<file path="config.mk">
export PLATFORM = sky130hd
export DESIGN_NAME = snft_div
export DESIGN_NICKNAME = d
export VERILOG_FILES = /design/src/snft_div.sv
export SDC_FILE = /design/constraint.sdc
export NUM_CORES = 1
export LEC_CHECK = 0
export BUFFER_PORTS_ARGS = -buffer_cell sky130_fd_sc_hd__buf_4
export CORE_UTILIZATION = 29
export DETAILED_ROUTE_END_ITERATION = 6
export PLACE_DENSITY = 0.49
export SLEW_MARGIN = 30
export SYNTH_ARGS = -nofsm -noshare
export SYNTH_HDL_FRONTEND = slang
export SYNTH_SLANG_ARGS = --single-unit
</file>
<file path="constraint.sdc">
create_clock -name clk_i -period 3.2 [get_ports clk_i]
set_input_delay 0.32 -clock clk_i [delete_from_list [all_inputs] [get_ports clk_i]]
set_output_delay 0.32 -clock clk_i [all_outputs]
set_load 0.005 [all_outputs]
</file>
<file path="src/snft_div.sv">
// Restoring divider: quotient of (num << 16) / den, one quotient bit a cycle.
// Depends on nothing; standalone.
module snft_div (
  input  logic        clk_i,
  input  logic        rst_ni,
  input  logic        start_i,
  input  logic [31:0] num_i,
  input  logic [31:0] den_i,
  output logic        done_o,
  output logic [47:0] quot_o
);
  logic [47:0] num_q, num_d;
  logic [32:0] rem_q, rem_d;
  logic [31:0] den_q, den_d;
  logic [5:0]  cnt_q, cnt_d;
  logic        busy_q, busy_d;
  logic [32:0] trial;

  always_comb begin
    num_d  = num_q;
    rem_d  = rem_q;
    den_d  = den_q;
    cnt_d  = cnt_q;
    busy_d = busy_q;
    trial  = {rem_q[31:0], num_q[47]};
    if (start_i) begin
      num_d  = {num_i, 16'd0};
      rem_d  = '0;
      den_d  = den_i;
      cnt_d  = 6'd48;
      busy_d = 1'b1;
    end else if (busy_q) begin
      // shift one dividend bit into the remainder, subtract when it fits
      if (trial >= {1'b0, den_q}) begin
        rem_d = trial - {1'b0, den_q};
        num_d = {num_q[46:0], 1'b1};
      end else begin
        rem_d = trial;
        num_d = {num_q[46:0], 1'b0};
      end
      cnt_d = cnt_q - 6'd1;
      if (cnt_q == 6'd1) busy_d = 1'b0;
    end
  end

  always_ff @(posedge clk_i or negedge rst_ni) begin
    if (!rst_ni) begin
      busy_q <= 1'b0;
      cnt_q  <= '0;
    end else begin
      busy_q <= busy_d;
      cnt_q  <= cnt_d;
    end
  end

  always_ff @(posedge clk_i) begin
    num_q <= num_d;
    rem_q <= rem_d;
    den_q <= den_d;
  end

  assign done_o = busy_q && (cnt_q == 6'd1);
  assign quot_o = num_d;
endmodule

</file>
---- Word-level counts from Yosys, hierarchy flattened ----
Index checks and enable logic that the tools add are counted.
cells by class
  order comparisons ....................... 1
  eq/ne operators ......................... 1
  muxes and demuxes ....................... 9
  reductions and logical operators ........ 2
  add/subtract/negate cells ............... 2
operators with widths
  operator             count
  $mux 48              2
  $ge 33x32->1         1
  $mux 32              1
  $sub 32x32->32       1
  $mux 6               2
  $eq 6x1->1 const B   1
  $sub 6x1->6 const B  1
  $mux 1               4
  $reduce_bool 2->1    1
  $logic_and 1x1->1    1
word-level totals
  logic and storage cells ................. 20
  flip-flop bits (word level) ............. 119
  input bits .............................. 67
  output and inout port bits .............. 49

---- Longest topological paths before layout ----
  word-level depth ........................ 4
  gate-level depth with buffers ........... 14
  gate-level depth less buffers ........... 12

---- Worst setup path after synthesis ----
No wires, ideal clock.
  path type ............................... flip-flop to flip-flop
  start ................................... register num_q[47]
  end ..................................... register rem_q[30]
  path buffers ............................ 0
  data required time ...................... 3.065 ns
  data arrival time ....................... 2.687 ns
  cell stages (with the launch flop) ...... 13
  slack ................................... 0.378 ns
  setup time .............................. 0.135 ns
  clock period less this slack ............ 2.822 ns
  path through ............................ dfxtp_1 -> inv_1 -> ha_1 -> fa_1 -> nor2b_1 -> o211ai_1 -> a2111o_1 -> and3b_1 -> o31ai_2 -> a21oi_1 -> o21ba_2 -> o2111ai_1 -> a21oi_1
between the ends
  word-level cells in the longest chain between the ends .. 2
  elaborated cells between the ends (all ways) .. 3
  those cells by class .................... add/sub (1); order compare (1); mux (1)
ends and longest elaborated chain
  what                                            line    RTL
  start: declaration                              12      logic [47:0] num_q, num_d;
  start signal: assignment                        57      num_q <= num_d;
  $sub 32x32->32 or $ge 33x32->1 (tied branches)  35, 34
  $mux 32 *                                       34      if (trial >= {1'b0, den_q}) begin
  end signal: assignment                          58      rem_q <= rem_d;
  end: declaration                                13      logic [32:0] rem_q, rem_d;
Every way passes the cells marked *; elsewhere a longest branch is shown, timed or not.
A chain may end at the register's enable or synchronous reset.

---- Worst setup path in the final report ----
  start ................................... register den_q[1]
  end ..................................... output quot_o[0]
between the ends
  word-level cells in the longest chain between the ends .. 4
ends and longest elaborated chain
  what                      line  RTL
  start: declaration        14    logic [31:0] den_q, den_d;
  start signal: assignment  59    den_q <= den_d;
  $ge 33x32->1              34
  $mux 1                    34
  $mux 48                   32    end else if (busy_q) begin
  $mux 48                   26    if (start_i) begin
  end: declaration          10    output logic [47:0] quot_o
Every way passes these cells.

==> results.md <==
- Run status: finished with violations
- Failing checks: design-rule violations
- Worst ir drop on vdd: 403 uV
- Final WS setup: 58.5 ps
- Mux contribution to synthesized area: 10.0%
- Rows: 54
- # fillers: 2,204
- RSZ-0062 raised after global routing: yes
- Worst hold slack: 59.1 ps
- Hold/Removal Path Class: in2reg
- Remaining antenna violation count after routing: 0
- Post-layout min period: 3140 ps
- Total track usage: 14.4%
- Initial core utilization: 29.7%
- I/O pins: 116
- Fin. max-slew vios: 0
- Worst R2R Start: den_q[0]
- Startpoint Class: flip-flop
- Initial drt markers: 211
- GRT overflow: 0
- Area Growth Syn to Fin: 32.2%
- N_diodes: 0
- IO Port Bufs: 115
- Vias in the first global route: 5,410
- XOR/XNOR Fraction of Synth Area: 3.23%
- Yosys cell types: 59
- First-pass GRT wire length: 27,000 um
- Crit. End Element: output pin
- Die Span Y: 152 um
- CTS clk-pin slew, worst paths: 70 ps
- Final count of hold timing violations: 0
- Total CTS buffers: 17
- CTS sink count: 119
- Via density: 4.79
- Drc violations: 6
- Crit path DAT: 2820 ps
- Die ar.: 23,100 um2
- Fin crit share: 98.2%
- Critical Path Start: den_q[1]
- Post-synth top flop: dfxtp_1
- Cell count of the worst reg-to-reg path: 11
- Number of synthesized flops with an enable pin: 32
- Average cell area after synthesis: 9.00 um2
- Final Util: 39.2%
- Final nets: 949
- Detailed placement HPWL: 11,400 um
- Mapped Area: 6520 um2
- Fmax: 318 MHz
- CTS root buf: clkbuf_16
- Post-place setup slack: 116 ps
- Leakage: 4.00 nW
- Layout cell share with drive strength beyond 1: 26.0%
- Critical path endpoint: quot_o[0]
- Mapped Nets: 826
- Slew margin rel.: 45.6%
- Adder-Cell Fraction of Synth Area: 6.83%
- Final GP Congestion: 0.823
- Largest net degree at the start of global routing: 110
- Worst EP required: 2880 ps
- Routed WL: 16,200 um
- Yosys reg bits: 119
- CTS max path bufs: 2
- Worst-path maximum fanout: 4
- Setup CP Type: reg2out
- Worst-Skew Late Latency: 430 ps
- Placeable Area: 22,000 um2
- Cells after Synth: 724
- Synth warn: 0
- FF-to-FF setup slack: 200 ps
- Seq/Total Area, Yosys: 42.0%
- Largest family of logic cells by synthesized area: compound AO/OA/AOI/OAI gates
- Via count: 5,466
- Die W: 152 um
- Initial antenna violation count: 0
- Pwr Total: 0.00700 W
- Critical R2R Capture: rem_q[30]
- Max Cap Viol: 0
- Post-synthesis compound-gate area fraction: 18.1%
- Setup TNS: 0 ps
- Htree depth: 4
- Number of detailed-route iterations in the first pass: 7
- CTS tree: done
- PwrDens: 812 nW/um2
- Worst-Margin Slew: 816 ps
- WL/cell: 14.2 um
- Post-Synth Simple-Gate Area: 14.5%
- Skew final: 18.5 ps
- Post-synth ARST share: 5.88%
- Setup-failing EPs final: 0
## stage by stage
step | instance area (um2) | instances
5_1_grt | 8620 | 1140
4_1_cts | 8370 | 1131
2_1_floorplan | 6520 | 724
3_3_place_gp | 7680 | 1095
6_report | 8620 | 1140
3_5_place_dp | 7680 | 1095
## synth_stat cells (12+ instances only)
cell type  instances  area share, %
ha_1              34            6.5
nor2_1            81            4.7
inv_1             48            2.8
dfxtp_1           80             25
xnor2_1           16            2.2
clkbuf_1          26            1.5
o21ai_0           55            4.2
nand2_1           67            3.9
mux2i_1           62            9.5
edfxtp_1          32             15
a21oi_1           51            3.9
nor3_1            12           0.92
a211oi_1          25            2.9
## how the worst min path moves through the flow
stage | from | to | slack (ps) | depth (start not counted)
floorplan | rst_ni | busy_q | 20 | 0
detailed placement | rst_ni | busy_q | 140 | 1
global route | den_i[2] | den_q[2] | 40 | 1
finish | den_i[2] | den_q[2] | 60 | 1
CTS | den_i[2] | den_q[2] | 40 | 1
global placement | rst_ni | busy_q | 140 | 1
## placed cells by master, fill, tap and decap left out, types with 16 or more instances in the layout
cell and count:
edfxtp_1 32, inv_1 42, nand2_1 65, buf_4 138, clkbuf_16 17, nor2_1 80
mux2i_1 62, xnor2_1 16, ha_1 18, a21oi_1 49, dfxtp_1 80, o21ai_0 55
a211oi_1 25
## power by group
part | internal (W) | switching, W
clock network | 0.00105 | 0.000866
registers | 0.00182 | 0.000229
logic | 0.00146 | 0.00157
total | 0.00433 | 0.00266
## registers in the layout (all words and copies together), names as in the netlist
| signal | cells |
|---|---|
| rem_q | 32 |
| den_q | 32 |
| cnt_q | 6 |
| busy_q | 1 |
| num_q | 48 |
## critical path, stage by stage, from the launching register on
cell and delay (ps):
edfxtp_1 340, inv_1 70, ha_4 260, nor2b_4 130
o31a_1 180, o21ai_2 90, a211o_1 310, a2111oi_4 430
nor2_4 110, nor2_4 140, a21oi_1 60, nor2_1 130
buf_4 140
## cell type report
cell class / instances / area [um2] / area share [%]
sequential: 119 / 2740 / 31.8
multi-input combinational: 520 / 3680 / 42.7
clock inverter: 15 / 169 / 1.96
clock buffer: 17 / 425 / 4.94
timing repair buffer: 140 / 1070 / 12.4
tap: 280 / 350 / 4.07
inverter: 49 / 184 / 2.13
## repair_timing
action | CTS | global route
hold buffers | 1 | 0
gates resized for setup | 8 | 36
endpoints found under the hold margin | 7 | 0
pin swaps | 4 | 18
endpoints found under the setup margin | 1 | 5
buffers inserted | 3 | 9
## logic make-up after synthesis
family / Yosys count
AND/OR/NAND/NOR: 211
AO/OA/AOI/OAI: 185
flip-flops: 119
buffers and inverters: 85
multiplexers: 65
adder cells (fa/ha/maj): 35
XOR/XNOR: 24
## routing by layer
layer | track usage (%) | share of wire, % | wire length, um
met1 | 18.4 | 47 | 7620
met5 | 0 | 0 | 0
met3 | 5.22 | 6.1 | 982
met2 | 22.7 | 46 | 7470
met4 | 4.42 | 0.94 | 153
No activity file was read; power rests on OpenSTA's default activity.
